**config.mk**
```make
export PLATFORM = sky130hd
export DESIGN_NAME = number_string_to_lcd_segment_writes_top
export DESIGN_NICKNAME = d
export VERILOG_FILES = /design/src/rtl/core/nslcd_pkg.sv /design/src/rtl/core/number_string_to_lcd_segment_writes_top.sv /design/src/rtl/core/nslcd_ctrl.sv /design/src/rtl/core/nslcd_dpath.sv
export SDC_FILE = /design/constraint.sdc
export NUM_CORES = 1
export LEC_CHECK = 0
export BUFFER_PORTS_ARGS = -buffer_cell sky130_fd_sc_hd__buf_4
export CORE_AREA = 2 2 106 108
export CTS_CLUSTER_DIAMETER = 80
export DETAILED_ROUTE_END_ITERATION = 6
export DIE_AREA = 0 0 108 110
export GPL_ROUTABILITY_DRIVEN = 0
export PLACE_DENSITY = 0.49
export SLEW_MARGIN = 20
export SYNTH_ARGS = -nofsm -noshare
export SYNTH_HDL_FRONTEND = slang
export SYNTH_HIERARCHICAL = 1
export SYNTH_SLANG_ARGS = --single-unit
```
**constraint.sdc**
```tcl
create_clock -name clk -period 6.9 [get_ports clk]
set_clock_uncertainty 0.2 [all_clocks]
set_input_delay 1.38 -clock clk [delete_from_list [all_inputs] [get_ports clk]]
set_output_delay 1.38 -clock clk [all_outputs]
set_load 0.05 [all_outputs]
```
**src/rtl/core/nslcd_pkg.sv**
```systemverilog
// Shared types, constants and the segment table of the number-string
// to LCD segment-write block. No dependencies.
package nslcd_pkg;

	// Highest glyph address; glyph pairs go down from here.
	localparam logic [3:0] TOP_ADDRESS     = 4'd9;
	localparam logic [3:0] CELSIUS_ADDRESS = 4'd10;
	localparam logic [3:0] PERCENT_ADDRESS = 4'd9;
	// Number of glyphs that fit on the display (1 to 15).
	localparam logic [3:0] DIGIT_COUNT     = 4'd5;
	localparam logic [7:0] DOT_BITS        = 8'h10;

	localparam logic [1:0] MODE_PLAIN   = 2'd0;
	localparam logic [1:0] MODE_CELSIUS = 2'd1;
	localparam logic [1:0] MODE_PERCENT = 2'd2;

	localparam logic [7:0] CHAR_ZERO  = 8'h30;
	localparam logic [7:0] CHAR_NINE  = 8'h39;
	localparam logic [7:0] CHAR_MINUS = 8'h2D;
	localparam logic [7:0] CHAR_DOT   = 8'h2E;
	localparam logic [3:0] MINUS_INDEX = 4'd11;

	// Segment patterns: digits 0..9, dot, minus.
	localparam logic [7:0] GLYPH_TABLE [12] = '{
		8'hEB, 8'h60, 8'hC7, 8'hE5, 8'h6C, 8'hAD,
		8'hAF, 8'hE0, 8'hEF, 8'hED, 8'h10, 8'h04
	};

	typedef enum logic [2:0] {
		ST_IDLE,
		ST_PRE,
		ST_HI,
		ST_LO,
		ST_CHK,
		ST_CLR,
		ST_POST
	} state_t;

	typedef enum logic [2:0] {
		EMIT_PRE,
		EMIT_HI,
		EMIT_LO,
		EMIT_CLR,
		EMIT_POST
	} emit_kind_t;

	// Commands from the controller to the datapath.
	typedef struct packed {
		logic       load;
		logic       emit;
		emit_kind_t kind;
		logic       eor;
		logic       finish;
	} cmd_t;

	// Status from the datapath to the controller.
	typedef struct packed {
		logic out_free;
		logic pre;
		logic glyph;
		logic clr;
		logic post;
		logic addr_zero;
	} status_t;

	typedef struct packed {
		logic       valid;
		logic [7:0] pattern;
	} glyph_t;

	// Maps a character to its segment pattern; valid only for digits and minus.
	function automatic glyph_t glyph_lookup(input logic [7:0] ch);
		glyph_t     g;
		logic [7:0] diff;
		diff = ch - CHAR_ZERO;
		g.valid   = 1'b0;
		g.pattern = 8'h00;
		if (ch >= CHAR_ZERO && ch <= CHAR_NINE) begin
			g.valid   = 1'b1;
			g.pattern = GLYPH_TABLE[diff[3:0]];
		end else if (ch == CHAR_MINUS) begin
			g.valid   = 1'b1;
			g.pattern = GLYPH_TABLE[MINUS_INDEX];
		end
		return g;
	endfunction

endpackage

```
**src/rtl/core/number_string_to_lcd_segment_writes_top.sv**
```systemverilog
// Top level of the number-string to LCD segment-write sequencer.
// Depends on nslcd_pkg, nslcd_ctrl and nslcd_dpath.
//
// Usage:
//   The slave stream takes one character per beat, rightmost character first:
//   s_axis_tdata[7:0] is the ASCII code and s_axis_tlast marks the leftmost
//   character. The master stream gives one display memory write per beat:
//   m_axis_tdata[4:0] is the nibble address, [8:5] the nibble, and
//   m_axis_tlast marks the last write caused by one character.
//   The unit mode (plain, Celsius, percent) is written on the cfg channel
//   while the block is idle.
//   Throughput: a character is taken only when the sequencer is idle; it then
//   steps through its write phases one state per cycle while the output register
//   is free, at most one write a cycle and up to 12 writes per character; the next
//   character is taken only after the last one is through.
//   The first write is issued, at the earliest, from the state after acceptance.
//   The single output register sets the pace: when the receiver stalls,
//   the sequencer waits on it and holds the pending write stable.
//   Reset clears the unit mode to plain and returns the string state to its
//   start (next address 9, no dot, no glyph seen); no clearing pass is needed.
module number_string_to_lcd_segment_writes_top (
	input  logic        clk,
	input  logic        arst_n,
	// Slave stream.
	input  logic        s_axis_tvalid,
	output logic        s_axis_tready,
	input  logic [7:0]  s_axis_tdata,   // [7:0] char_code
	input  logic        s_axis_tlast,   // leftmost
	// Master stream.
	output logic        m_axis_tvalid,
	input  logic        m_axis_tready,
	output logic [15:0] m_axis_tdata,   // [4:0] ram_address, [8:5] ram_nibble, rest zero
	output logic        m_axis_tlast,   // end_of_run
	// Configuration write channel.
	input  logic        cfg_valid,
	output logic        cfg_ready,
	input  logic [1:0]  cfg_data        // unit_mode
);

	nslcd_pkg::cmd_t    cmd;
	nslcd_pkg::status_t status;
	logic [4:0]         out_address;
	logic [3:0]         out_nibble;

	// The mode register accepts a write in any cycle.
	assign cfg_ready = 1'b1;

	nslcd_ctrl u_ctrl (
		.clk      (clk),
		.arst_n   (arst_n),
		.in_valid (s_axis_tvalid),
		.in_ready (s_axis_tready),
		.status   (status),
		.cmd      (cmd)
	);

	nslcd_dpath u_dpath (
		.clk         (clk),
		.arst_n      (arst_n),
		.in_char     (s_axis_tdata),
		.in_last     (s_axis_tlast),
		.cfg_we      (cfg_valid),
		.cfg_mode    (cfg_data),
		.cmd         (cmd),
		.status      (status),
		.out_valid   (m_axis_tvalid),
		.out_ready   (m_axis_tready),
		.out_address (out_address),
		.out_nibble  (out_nibble),
		.out_eor     (m_axis_tlast)
	);

	assign m_axis_tdata = {7'd0, out_nibble, out_address};

endmodule

```
**src/rtl/core/nslcd_ctrl.sv**
```systemverilog
// Controller state machine of the segment-write sequencer.
// Depends on nslcd_pkg; drives nslcd_dpath through cmd_t and reads status_t.
module nslcd_ctrl (
	input  logic                clk,
	input  logic                arst_n,
	input  logic                in_valid,
	output logic                in_ready,
	input  nslcd_pkg::status_t  status,
	output nslcd_pkg::cmd_t     cmd
);

	nslcd_pkg::state_t state_q;
	nslcd_pkg::state_t state_d;

	// State register.
	always_ff @(posedge clk or negedge arst_n) begin
		if (!arst_n) begin
			state_q <= nslcd_pkg::ST_IDLE;
		end else begin
			state_q <= state_d;
		end
	end

	// Next state and commands. A write is issued only when the output register is free.
	always_comb begin
		state_d    = state_q;
		in_ready   = 1'b0;
		cmd.load   = 1'b0;
		cmd.emit   = 1'b0;
		cmd.kind   = nslcd_pkg::EMIT_PRE;
		cmd.eor    = 1'b0;
		cmd.finish = 1'b0;
		unique case (state_q)
			nslcd_pkg::ST_IDLE: begin
				in_ready = 1'b1;
				if (in_valid) begin
					cmd.load = 1'b1;
					state_d  = nslcd_pkg::ST_PRE;
				end
			end
			nslcd_pkg::ST_PRE: begin
				if (!status.pre) begin
					state_d = nslcd_pkg::ST_HI;
				end else if (status.out_free) begin
					cmd.emit = 1'b1;
					cmd.kind = nslcd_pkg::EMIT_PRE;
					cmd.eor  = !(status.glyph || status.clr || status.post);
					state_d  = nslcd_pkg::ST_HI;
				end
			end
			nslcd_pkg::ST_HI: begin
				if (!status.glyph) begin
					state_d = nslcd_pkg::ST_CHK;
				end else if (status.out_free) begin
					cmd.emit = 1'b1;
					cmd.kind = nslcd_pkg::EMIT_HI;
					state_d  = nslcd_pkg::ST_LO;
				end
			end
			nslcd_pkg::ST_LO: begin
				if (status.out_free) begin
					cmd.emit = 1'b1;
					cmd.kind = nslcd_pkg::EMIT_LO;
					cmd.eor  = !(status.clr || status.post);
					state_d  = nslcd_pkg::ST_CHK;
				end
			end
			nslcd_pkg::ST_CHK: begin
				state_d = status.clr ? nslcd_pkg::ST_CLR : nslcd_pkg::ST_POST;
			end
			nslcd_pkg::ST_CLR: begin
				if (status.out_free) begin
					cmd.emit = 1'b1;
					cmd.kind = nslcd_pkg::EMIT_CLR;
					cmd.eor  = status.addr_zero && !status.post;
					if (status.addr_zero) begin
						state_d = nslcd_pkg::ST_POST;
					end
				end
			end
			nslcd_pkg::ST_POST: begin
				if (!status.post) begin
					cmd.finish = 1'b1;
					state_d    = nslcd_pkg::ST_IDLE;
				end else if (status.out_free) begin
					cmd.emit   = 1'b1;
					cmd.kind   = nslcd_pkg::EMIT_POST;
					cmd.eor    = 1'b1;
					cmd.finish = 1'b1;
					state_d    = nslcd_pkg::ST_IDLE;
				end
			end
			default: begin
				state_d = nslcd_pkg::ST_IDLE;
			end
		endcase
	end

endmodule

```
**src/rtl/core/nslcd_dpath.sv**
```systemverilog
// Datapath of the segment-write sequencer: string state, glyph register,
// unit mode register and the output register. Depends on nslcd_pkg.
module nslcd_dpath (
	input  logic               clk,
	input  logic               arst_n,
	input  logic [7:0]         in_char,
	input  logic               in_last,
	input  logic               cfg_we,
	input  logic [1:0]         cfg_mode,
	input  nslcd_pkg::cmd_t    cmd,
	output nslcd_pkg::status_t status,
	output logic               out_valid,
	input  logic               out_ready,
	output logic [4:0]         out_address,
	output logic [3:0]         out_nibble,
	output logic               out_eor
);

	logic [1:0] mode_q;
	logic [3:0] addr_q;
	logic       full_q;
	logic       dot_q;
	logic       start_q;
	logic       seen_q;
	logic [3:0] rhn_q;
	logic       last_q;
	logic       pre_q;
	logic       glyph_pend_q;
	logic [7:0] glyph_q;
	logic       out_valid_q;
	logic [4:0] out_addr_q;
	logic [3:0] out_nib_q;
	logic       out_eor_q;

	nslcd_pkg::glyph_t g_in;
	logic       unit_on;
	logic       addr_low;
	logic [3:0] addr_minus2;
	logic [3:0] addr_pred;
	logic [3:0] used_after;
	logic [7:0] glyph_dot;
	logic [4:0] emit_addr;
	logic [3:0] emit_nib;

	// Decode of the incoming character and the address after the pending glyph.
	always_comb begin
		g_in        = nslcd_pkg::glyph_lookup(in_char);
		unit_on     = (mode_q == nslcd_pkg::MODE_CELSIUS) ||
		              (mode_q == nslcd_pkg::MODE_PERCENT);
		addr_low    = (addr_q < 4'd2);
		addr_minus2 = addr_q - 4'd2;
		used_after  = (nslcd_pkg::TOP_ADDRESS - addr_minus2) >> 1;
		addr_pred   = glyph_pend_q ? (addr_low ? 4'd0 : addr_minus2) : addr_q;
		glyph_dot   = dot_q ? (glyph_q | nslcd_pkg::DOT_BITS) : glyph_q;
	end

	// Status to the controller.
	always_comb begin
		status.out_free  = !out_valid_q || out_ready;
		status.pre       = pre_q;
		status.glyph     = glyph_pend_q;
		status.clr       = last_q && (addr_pred != 4'd0);
		status.post      = last_q && unit_on;
		status.addr_zero = (addr_q == 4'd0);
	end

	// Address and nibble of the write being issued.
	always_comb begin
		emit_addr = 5'd0;
		emit_nib  = 4'd0;
		unique case (cmd.kind)
			nslcd_pkg::EMIT_PRE: begin
				emit_addr = (mode_q == nslcd_pkg::MODE_CELSIUS) ?
				            {1'b0, nslcd_pkg::PERCENT_ADDRESS} :
				            {1'b0, nslcd_pkg::CELSIUS_ADDRESS};
				emit_nib  = 4'h0;
			end
			nslcd_pkg::EMIT_HI: begin
				emit_addr = {1'b0, addr_q};
				emit_nib  = glyph_dot[7:4];
			end
			nslcd_pkg::EMIT_LO: begin
				emit_addr = {1'b0, addr_q - 4'd1};
				emit_nib  = glyph_q[3:0];
			end
			nslcd_pkg::EMIT_CLR: begin
				emit_addr = {1'b0, addr_q};
				emit_nib  = 4'h0;
			end
			nslcd_pkg::EMIT_POST: begin
				emit_addr = (mode_q == nslcd_pkg::MODE_CELSIUS) ?
				            {1'b0, nslcd_pkg::CELSIUS_ADDRESS} :
				            {1'b0, nslcd_pkg::PERCENT_ADDRESS};
				emit_nib  = (mode_q == nslcd_pkg::MODE_CELSIUS) ? 4'hF : (rhn_q | 4'h1);
			end
			default: begin
				emit_addr = 5'd0;
				emit_nib  = 4'h0;
			end
		endcase
	end

	// Unit mode register.
	always_ff @(posedge clk or negedge arst_n) begin
		if (!arst_n) begin
			mode_q <= nslcd_pkg::MODE_PLAIN;
		end else if (cfg_we) begin
			mode_q <= cfg_mode;
		end
	end

	// String state and per-character flags.
	always_ff @(posedge clk or negedge arst_n) begin
		if (!arst_n) begin
			addr_q       <= nslcd_pkg::TOP_ADDRESS;
			full_q       <= 1'b0;
			dot_q        <= 1'b0;
			start_q      <= 1'b1;
			seen_q       <= 1'b0;
			rhn_q        <= 4'h0;
			last_q       <= 1'b0;
			pre_q        <= 1'b0;
			glyph_pend_q <= 1'b0;
		end else begin
			if (cmd.load) begin
				last_q       <= in_last;
				pre_q        <= start_q && unit_on;
				start_q      <= 1'b0;
				glyph_pend_q <= !full_q && g_in.valid;
				if (!full_q && in_char == nslcd_pkg::CHAR_DOT) begin
					dot_q <= 1'b1;
				end
			end
			if (cmd.emit && cmd.kind == nslcd_pkg::EMIT_HI) begin
				dot_q <= 1'b0;
				if (!seen_q) begin
					seen_q <= 1'b1;
					rhn_q  <= glyph_q[7:4];
				end
			end
			if (cmd.emit && cmd.kind == nslcd_pkg::EMIT_LO) begin
				glyph_pend_q <= 1'b0;
				if (addr_low) begin
					addr_q <= 4'd0;
					full_q <= 1'b1;
				end else begin
					addr_q <= addr_minus2;
					if (used_after >= nslcd_pkg::DIGIT_COUNT) begin
						full_q <= 1'b1;
					end
				end
			end
			if (cmd.emit && cmd.kind == nslcd_pkg::EMIT_CLR && addr_q != 4'd0) begin
				addr_q <= addr_q - 4'd1;
			end
			// End of string: back to the initial string state.
			if (cmd.finish && last_q) begin
				addr_q       <= nslcd_pkg::TOP_ADDRESS;
				full_q       <= 1'b0;
				dot_q        <= 1'b0;
				start_q      <= 1'b1;
				seen_q       <= 1'b0;
				rhn_q        <= 4'h0;
				last_q       <= 1'b0;
				pre_q        <= 1'b0;
				glyph_pend_q <= 1'b0;
			end
		end
	end

	// Glyph register; the dot is folded in when the high nibble goes out.
	always_ff @(posedge clk) begin
		if (cmd.load) begin
			glyph_q <= g_in.pattern;
		end else if (cmd.emit && cmd.kind == nslcd_pkg::EMIT_HI) begin
			glyph_q <= glyph_dot;
		end
	end

	// Output register valid flag.
	always_ff @(posedge clk or negedge arst_n) begin
		if (!arst_n) begin
			out_valid_q <= 1'b0;
		end else if (cmd.emit) begin
			out_valid_q <= 1'b1;
		end else if (out_ready) begin
			out_valid_q <= 1'b0;
		end
	end

	// Output register payload.
	always_ff @(posedge clk) begin
		if (cmd.emit) begin
			out_addr_q <= emit_addr;
			out_nib_q  <= emit_nib;
			out_eor_q  <= cmd.eor;
		end
	end

	assign out_valid   = out_valid_q;
	assign out_address = out_addr_q;
	assign out_nibble  = out_nib_q;
	assign out_eor     = out_eor_q;

endmodule

```
==> summary.txt, run 1 <==
Setup path
  • Worst R2R End: u_dpath/out_nibble[0]
  • Worst Setup SP: m_axis_tready
  • CP Data Arrival Time: 3.49 ns
  • R2R setup slack: 3.79 ns
  • Worst EP required: 6.91 ns
  • Crit-path max FO: 13
  • Cells on worst reg2reg path: 7
  • Startpoint Class: primary input
  • Setup Crit Path Kind: in2reg
  • Critical Path Sink Type: flip-flop
  • RR Startpoint: u_ctrl/state_q[1]
  • Crit path to: u_dpath/addr_q[3]

Power
  • LEAKAGE: 1.19 nW
  • Max IR drop VDD: 100 uV
  • Pwr dens: 405 nW/um^2

Final layout
  • Commonest cells after routing, fill and taps aside: buf_4, o21ai_0, nand2_1, nor2_1, a21oi_1
  • Layout Utilization: 27.0%
  • Layout Nets: 314
  • Layout area overhead: 15.2%
  • Layout cells sized above 1: 17.8%
  • Commonest non-fill, non-tap cell in the layout: buf_4
  • Fill count: 1128
  • Final Non-Filler Cells: 426
  • Antenna diodes: 0

Routing
  • Antenna-violating nets left: 0
  • Via-to-Cell Ratio: 4.47
  • Initial drt markers: 107
  • Total Routed Length: 5.43 mm
  • DRC viols: 0
  • Total vias in the final route: 1904
  • WL/cell: 12.8 um
  • Drt pass-1 iters: 4

Yosys
  • Main synth FF type: edfxtp_1
  • Syn_area_per_cell: 9.29 um^2
  • Library cells used by synthesis: 63
  • Number of flops mapped to enable cells by yosys: 17
  • Syn. warnings: 6
  • Synthesized instance count: 270
  • Netlist Area Pre-Place: 2510 um^2
  • Register area share after synthesis: 40.5%
  • Synth Register Bits: 37
  • Ys async rst share: 54.1%

Die
  • Rows: 38
  • Die Height: 110 um
  • Overall die area: 11900 um^2
  • Number of I/O pins: 36
  • Initial Utilization: 23.4%
  • Core area: 10700 um^2
  • Chip width: 108 um

Clocking
  • Clk buf depth: 2
  • CTS Buf Count: 5
  • Clk Latency, worst-skew pair: 0.29 ns
  • Post-CTS Setup Bufs: 0
  • Htree depth: 2
  • Root Driver: clkbuf_8
  • TritonCTS clock tree: done
  • CTS resizes: 0
  • TritonCTS Sinks: 37
  • Cts hold-fix bufs: 0
  • Clock edge transition at the registers on the reported setup and hold paths: 0.08 ns

Worst hold path
  • Worst hold path class: reg2reg

Timing
  • Worst slew pin tran: 0.653 ns
  • Final min period: 3.48 ns
  • Final period util: 50.4%
  • RSZ-0062 raised after global routing: no
  • Final hold violations: 0
  • Setup TNS: 0 ns
  • Max Slew Vio Count: 0
  • Slew headroom: 56.4%
  • Hold Slack: 0.282 ns
  • Final setup viols: 0
  • Maximum clock rate: 287 MHz

Placed design
  • DP HPWL: 4.10 mm
  • I/O Buffers: 26
  • Inst Count DP: 418

Flow run
  • Max-cap violations: 0

Global routing
  • Number of global-route vias before repair: 1877
  • Gr ovfl total: 0
  • First-pass GRT wire length: 9.40 mm
  • All-Layer GR Usage: 9.89%
  • Pin count of the biggest net entering global routing: 21
  • Initial antenna violation count: 0

Run status
  • Status: finished clean
==> stage by stage <==
stage	instance area [um^2]	setup slack, ns	power, mW
after floorplan	2530	3.32	0.824
after detailed placement	2750	2.75	0.945
after CTS	2880	3.06	1.18
final	2890	3.42	1.17
after global placement	2750	2.83	0.941
after global routing	2890	3.21	1.26
==> registers in the layout, indices dropped and copies added (netlist names), 2 cells and up <==
name,flops
u_dpath/mode_q,2
u_dpath/addr_q,4
u_ctrl/state_q,3
u_dpath/rhn_q,3
u_dpath/out_nibble,4
u_dpath/glyph_q,8
u_dpath/out_address,4
==> per-layer routing <==
metal | GRT usage, % | share of wire (%)
met3 | 2.00 | 3.5
met2 | 15.5 | 45
met4 | 3.48 | 1.4
met5 | 0 | 0
met1 | 13.5 | 50
==> cell usage after synthesis (2+ instances only) <==
cell type	number	area, um^2
o2bb2ai_1	2	17.5
dfstp_2	3	78.8
nand2b_1	7	43.8
ha_1	13	163
edfxtp_1	17	510
o21ai_0	25	125
inv_1	17	63.8
and4bb_2	2	25.0
nand2_1	21	78.8
nor2b_1	7	43.8
clkbuf_1	7	26.3
a211oi_1	2	15.0
a21oi_1	19	95.1
nor2_1	19	71.3
mux2i_1	5	50.1
conb_1	3	11.3
and2_1	4	25.0
mux2_1	3	33.8
a2bb2oi_1	2	17.5
nand3b_1	2	15.0
a211o_1	2	17.5
buf_2	2	10.0
o211ai_1	2	15.0
and3_1	2	12.5
o21a_1	5	37.5
nand3_1	4	20.0
buf_4	12	90.1
dfrtp_1	17	425
nor3_1	4	20.0
buf_6	2	22.5
a31oi_1	3	18.8
xor2_1	3	26.3
nand4_1	2	12.5
==> how the worst min path moves through the flow <==
stage	from	cells past startpoint	to	slack [ns]
3_5_place_dp	u_dpath/start_q	2	u_dpath/start_q	0.27
3_3_place_gp	u_dpath/start_q	2	u_dpath/start_q	0.26
4_1_cts	u_dpath/start_q	2	u_dpath/start_q	0.28
5_1_grt	u_dpath/start_q	2	u_dpath/start_q	0.33
6_report	u_dpath/start_q	2	u_dpath/start_q	0.28
2_1_floorplan	u_dpath/start_q	2	u_dpath/start_q	0.25
==> power breakdown <==
part           switching (mW)  internal, mW
sequential             0.0842         0.326
clock                  0.0802         0.145
combinational           0.336         0.198
==> kinds of logic after synthesis <==
logic type               share of synthesized area [%]
AO/OA/AOI/OAI                                     20.9
adder cells (fa/ha/maj)                           6.49
AND/OR/NAND/NOR                                   17.7
buffers and inverters                             8.83
XOR/XNOR                                          1.40
flip-flops                                        40.5
multiplexers                                      3.79
other                                            0.449
==> worst max-delay path, cell delays in order <==
cell and delay [ns]:
buf_4 0.07, nand2b_1 0.27, o221ai_1 0.21, a21oi_2 0.53, and3b_1 0.38, nand2_1 0.15, mux2_1 0.34, o211ai_1 0.16
==> final cells by class <==
class / instances / area [um^2] / area share [%]
multi-input cells: 197 / 1300 / 44.9
flip-flops and latches: 37 / 1010 / 35.1
repair buffers: 26 / 195 / 6.76
well taps: 140 / 175 / 6.07
clock buffers: 5 / 68.8 / 2.38
clock inverters: 3 / 68.8 / 2.38
inverters: 18 / 67.6 / 2.34
No activity file was read; power rests on OpenSTA's default activity.
==> run 2: changes to the inputs <==
==> constraint.sdc (replaced) <==
create_clock -name clk -period 3.43 [get_ports clk]
set_clock_uncertainty 0.2 [all_clocks]
set_input_delay 0.686 -clock clk [delete_from_list [all_inputs] [get_ports clk]]
set_output_delay 0.686 -clock clk [all_outputs]
set_load 0.05 [all_outputs]
==> summary.txt, run 2 (synthesized netlist as in run 1, its figures left out) <==
Run status
  • Status: finished clean

Clocking
  • Post-CTS Setup Bufs: 0
  • TritonCTS Sinks: 37
  • Cts hold-fix bufs: 0
  • Clk buf depth: 2
  • Root Driver: clkbuf_8
  • TritonCTS clock tree: done
  • CTS resizes: 0
  • CTS Buf Count: 5
  • Clock edge transition at the registers on the reported setup and hold paths: 0.07 ns
  • Htree depth: 2
  • Clk Latency, worst-skew pair: 0.29 ns

Setup path
  • Startpoint Class: flip-flop
  • Crit-path max FO: 15
  • Crit path buffers/inverters: 1
  • CP delay by family, top: simple AND/OR/NAND/NOR gates
  • Setup Crit Path Kind: reg2reg
  • Slowest stage cell on the critical path: dfrtp_1
  • R2R setup slack: 0.53 ns
  • CP peak stage delay: 0.63 ns
  • CP Data Arrival Time: 2.91 ns
  • Critical Path Sink Type: flip-flop
  • Worst EP required: 3.44 ns
  • CP cell instances: inv_2 > or4_1 > o21ai_0 > and2_1 > a21boi_2 > nand2_1 > mux2_1 > o211ai_1

Power
  • NetSw: 1.00 mW
  • Seq pwr share: 36.9%
  • Clock Power Share: 13.3%
  • LEAKAGE: 1.18 nW
  • Fraction of power spent switching nets: 45.3%
  • Max IR drop VDD: 267 uV
  • Pwr dens: 775 nW/um^2
  • Logic gate share of total power: 49.8%
  • Int Power: 1.21 mW

Routing
  • Antenna-violating nets left: 0
  • WL/cell: 13.1 um
  • Drt pass-1 iters: 4
  • Initial drt markers: 88
  • Total vias in the final route: 1915
  • DRC viols: 0
  • Total Routed Length: 5.64 mm
  • Via-to-Cell Ratio: 4.46

Flow run
  • Max-cap violations: 0

Global routing
  • Number of global-route vias before repair: 1853
  • Initial antenna violation count: 0
  • First-pass GRT wire length: 9.48 mm
  • Gr ovfl total: 0
  • All-Layer GR Usage: 10.2%
  • Pin count of the biggest net entering global routing: 21

Timing
  • Setup ws final: 0.534 ns
  • Final hold violations: 0
  • Final setup viols: 0
  • RSZ-0062 raised after global routing: no
  • Maximum clock rate: 345 MHz
  • Final min period: 2.90 ns
  • Final period util: 84.4%
  • Max Slew Vio Count: 0
  • Setup TNS: 0 ns

Die
  • Chip width: 108 um
  • Rows: 38
  • Core area: 10700 um^2
  • Initial Utilization: 23.4%
  • Number of I/O pins: 36
  • Overall die area: 11900 um^2
  • Die Height: 110 um

Final layout
  • Layout cells sized above 1: 17.6%
  • Commonest cells after routing, fill and taps aside: buf_4, o21ai_0, nand2_1, nor2_1, a21oi_1
  • Layout area overhead: 13.8%
  • Layout Nets: 317
  • Max reg flops: 8
  • Register with the most flip-flops: u_dpath/glyph_q
  • Commonest non-fill, non-tap cell in the layout: buf_4
  • Antenna diodes: 0

Placed design
  • Setup WS pre-CTS: 0.579 ns
  • I/O Buffers: 26
  • DP HPWL: 4.27 mm

Worst hold path
  • Worst hold path class: in2async
[run 2: cell types whose count changed in the layout (fill, tap and decap cells not counted), sizes merged]
| cell | change |
|---|---|
| buf | +3 |
| inv | -1 |
| clkinv | +1 |
| clkbuf | +2 |
| bufinv | -2 |
[run 2: area by class of cell]
type / instances / area, um^2
Clock buffer: 7 / 76.3
Tap cell: 140 / 175
Clock inverter: 1 / 8.76
Timing Repair Buffer: 29 / 218
Inverter: 18 / 67.6
Sequential cell: 37 / 1010
Fill cell: 1151 / 7840
Multi-Input combinational cell: 197 / 1290
[run 2: final timing paths]
path                       depth (start not counted)              start           endpoint
setup / recovery                                   8  u_ctrl/state_q[1]  u_dpath/addr_q[3]
hold / removal                                     1             arst_n  u_ctrl/state_q[1]
setup reg to reg                                   8  u_ctrl/state_q[1]  u_dpath/addr_q[3]
hold reg to reg                                    2    u_dpath/start_q    u_dpath/start_q
max in group asynchronous                          1             arst_n    u_dpath/start_q
min in group clk                                   2    u_dpath/start_q    u_dpath/start_q
[run 2: metrics by stage]
stage / instances / total power [mW] / hold WS (ns) / util (%) / area, um^2
floorplan: 276 / 1.66 / 0.190 / - / 2530
global placement: 421 / 1.92 / 0.264 / 25.9 / 2770
detailed placement: 421 / 1.93 / 0.272 / 25.9 / 2770
CTS: 429 / 2.24 / 0.0760 / 26.7 / 2850
global route: 429 / 2.39 / 0.0836 / 26.7 / 2850
finish: 429 / 2.21 / 0.0753 / 26.7 / 2850
[run 2: layer usage]
metal	vias up	part of all wire, %	track usage, %	wire length [um]
met3	6	4.1	2.00	232
met4	0	1.7	3.66	94
met1	890	48	13.6	2690
met5	-	0	0	0
met2	53	46	16.6	2620
li1	966	-	-	-
[run 2: worst register-to-register path, stage by stage, from the launching register on]
cell and delay (ns):
dfrtp_1 0.63, inv_2 0.17, or4_1 0.51, o21ai_0 0.10, and2_1 0.32, a21boi_2 0.26
nand2_1 0.14, mux2_1 0.33, o211ai_1 0.17
[run 2: power by group through the flow]
stage	clock network [mW]	registers, mW	logic (mW)
after floorplan	0	0.909	0.748
after global placement	0	0.822	1.10
after detailed placement	0	0.826	1.11
after CTS	0.312	0.818	1.11
after global routing	0.324	0.843	1.22
final	0.295	0.816	1.10
==> run 3: changes to the inputs <==
==> constraint.sdc (replaced) <==
create_clock -name clk -period 2.8 [get_ports clk]
set_clock_uncertainty 0.2 [all_clocks]
set_input_delay 0.56 -clock clk [delete_from_list [all_inputs] [get_ports clk]]
set_output_delay 0.56 -clock clk [all_outputs]
set_load 0.05 [all_outputs]
==> summary.txt, run 3 (synthesized netlist as in run 1, its figures left out) <==
Run status
  • Status: finished clean

Final layout
  • Fill count: 1157
  • Max reg flops: 8
  • Layout Nets: 325
  • Final Non-Filler Cells: 437
  • Commonest non-fill, non-tap cell in the layout: buf_4
  • Antenna diodes: 0
  • Commonest cells after routing, fill and taps aside: buf_4, o21ai_0, nand2_1, nor2_1, a21oi_1
  • Layout area overhead: 19.1%
  • Register with the most flip-flops: u_dpath/glyph_q
  • Layout cells sized above 1: 21.2%
  • Sequential cell area: 1010 um^2
  • Area occupied by multi-input gates: 1310 um^2
  • Post-route cell area: 2990 um^2

Setup path
  • Setup Crit Path Kind: reg2reg
  • Crit path buffers/inverters: 0
  • CP peak stage delay: 0.39 ns
  • Worst EP required: 2.82 ns
  • Critical Path Sink Type: flip-flop
  • CP delay by family, top: simple AND/OR/NAND/NOR gates
  • Slowest stage cell on the critical path: dfrtp_1
  • CP Data Arrival Time: 2.60 ns
  • Crit-path max FO: 7
  • CP cell instances: ha_1 > nor2b_1 > mux2i_1 > a21oi_2 > and3b_1 > nand2_1 > mux2_1 > o211ai_1
  • Startpoint Class: flip-flop

Placed design
  • I/O Buffers: 26
  • Setup WS pre-CTS: 0.213 ns
  • Inst Count DP: 428
  • DP HPWL: 4.28 mm
  • Placed Area: 2840 um^2

Global routing
  • Number of global-route vias before repair: 1926
  • Gr ovfl total: 0
  • First-pass GRT wire length: 9.26 mm
  • Initial antenna violation count: 0
  • All-Layer GR Usage: 9.88%
  • Pin count of the biggest net entering global routing: 21

Routing
  • Initial drt markers: 82
  • Total vias in the final route: 1937
  • Via-to-Cell Ratio: 4.43
  • DRC viols: 0
  • Total Routed Length: 5.58 mm
  • WL/cell: 12.8 um
  • Antenna-violating nets left: 0
  • Drt pass-1 iters: 4

Timing
  • Final hold violations: 0
  • Final min period: 2.58 ns
  • Setup ws final: 0.221 ns
  • Max Slew Vio Count: 0
  • Maximum clock rate: 388 MHz
  • RSZ-0062 raised after global routing: no
  • Final setup viols: 0
  • Setup TNS: 0 ns
  • Final period util: 92.1%

Power
  • Max IR drop VDD: 300 uV
  • Pwr dens: 1000 nW/um^2
  • Power Total: 2.99 mW
  • LEAKAGE: 1.25 nW

Clocking
  • Clock edge transition at the registers on the reported setup and hold paths: 0.08 ns
  • TritonCTS clock tree: done
  • TritonCTS Sinks: 37
  • Clk Latency, worst-skew pair: 0.29 ns
  • Post-CTS Setup Bufs: 0
  • Clk buf depth: 2
  • Htree depth: 2
  • Root Driver: clkbuf_8
  • CTS Buf Count: 5

Worst hold path
  • Worst hold path class: in2reg

Die
  • Number of I/O pins: 36
  • Chip width: 108 um
  • Initial Utilization: 23.4%
  • Rows: 38
  • Die Height: 110 um
  • Overall die area: 11900 um^2
  • Core area: 10700 um^2

Flow run
  • Max-cap violations: 0
## run 3: path summary, 6_finish.rpt
path                                    from                 to  slack, ns  cells past startpoint
setup / recovery           u_dpath/mode_q[0]  u_dpath/addr_q[3]       0.22                      8
hold / removal                     cfg_valid  u_dpath/mode_q[1]       0.26                      2
setup reg to reg           u_dpath/mode_q[0]  u_dpath/addr_q[3]       0.22                      8
hold reg to reg              u_dpath/start_q    u_dpath/start_q       0.29                      2
max in group asynchronous             arst_n    u_dpath/start_q       1.64                      2
min in group asynchronous             arst_n  u_ctrl/state_q[2]       0.49                      2
## run 3: layer usage
metal,routed length (um),track usage (%)
met5,0,0
met4,80,3.39
met1,2840,13.8
met2,2440,15.1
met3,225,2.18
## run 3: what timing repair did
action                                 in CTS  in global routing
hold buffers                                1                  0
setup endpoints to repair                   0                  1
gates resized for setup                     0                  1
endpoints found under the hold margin      17                  0
## run 3: area by class of cell
cell class | instances | share of cell area, %
Tap cell | 140 | 5.87
Inverter | 18 | 2.26
Sequential cell | 37 | 34.0
Clock inverter | 3 | 2.30
Timing Repair Buffer | 37 | 9.38
Clock buffer | 5 | 2.30
Multi-Input combinational cell | 197 | 43.9
## run 3: through the flow
stage	hold WS [ns]	utilization [%]
CTS	0.253	27.9
global route	0.250	27.9
floorplan	0.0644	-
global placement	0.265	26.5
finish	0.257	27.9
detailed placement	0.266	26.5
## run 3: where the power goes
group | switching (mW) | internal (mW) | total (mW)
clock network | 0.206 | 0.359 | 0.564
logic | 0.939 | 0.559 | 1.50
registers | 0.123 | 0.802 | 0.925
total | 1.27 | 1.72 | 2.99
## run 3: worst reg2reg max path, stage by stage, from the launching register on
cell and delay, ns:
dfrtp_1 0.39, ha_1 0.33, nor2b_1 0.24, mux2i_1 0.14, a21oi_2 0.25, and3b_1 0.32, nand2_1 0.16, mux2_1 0.33
o211ai_1 0.15
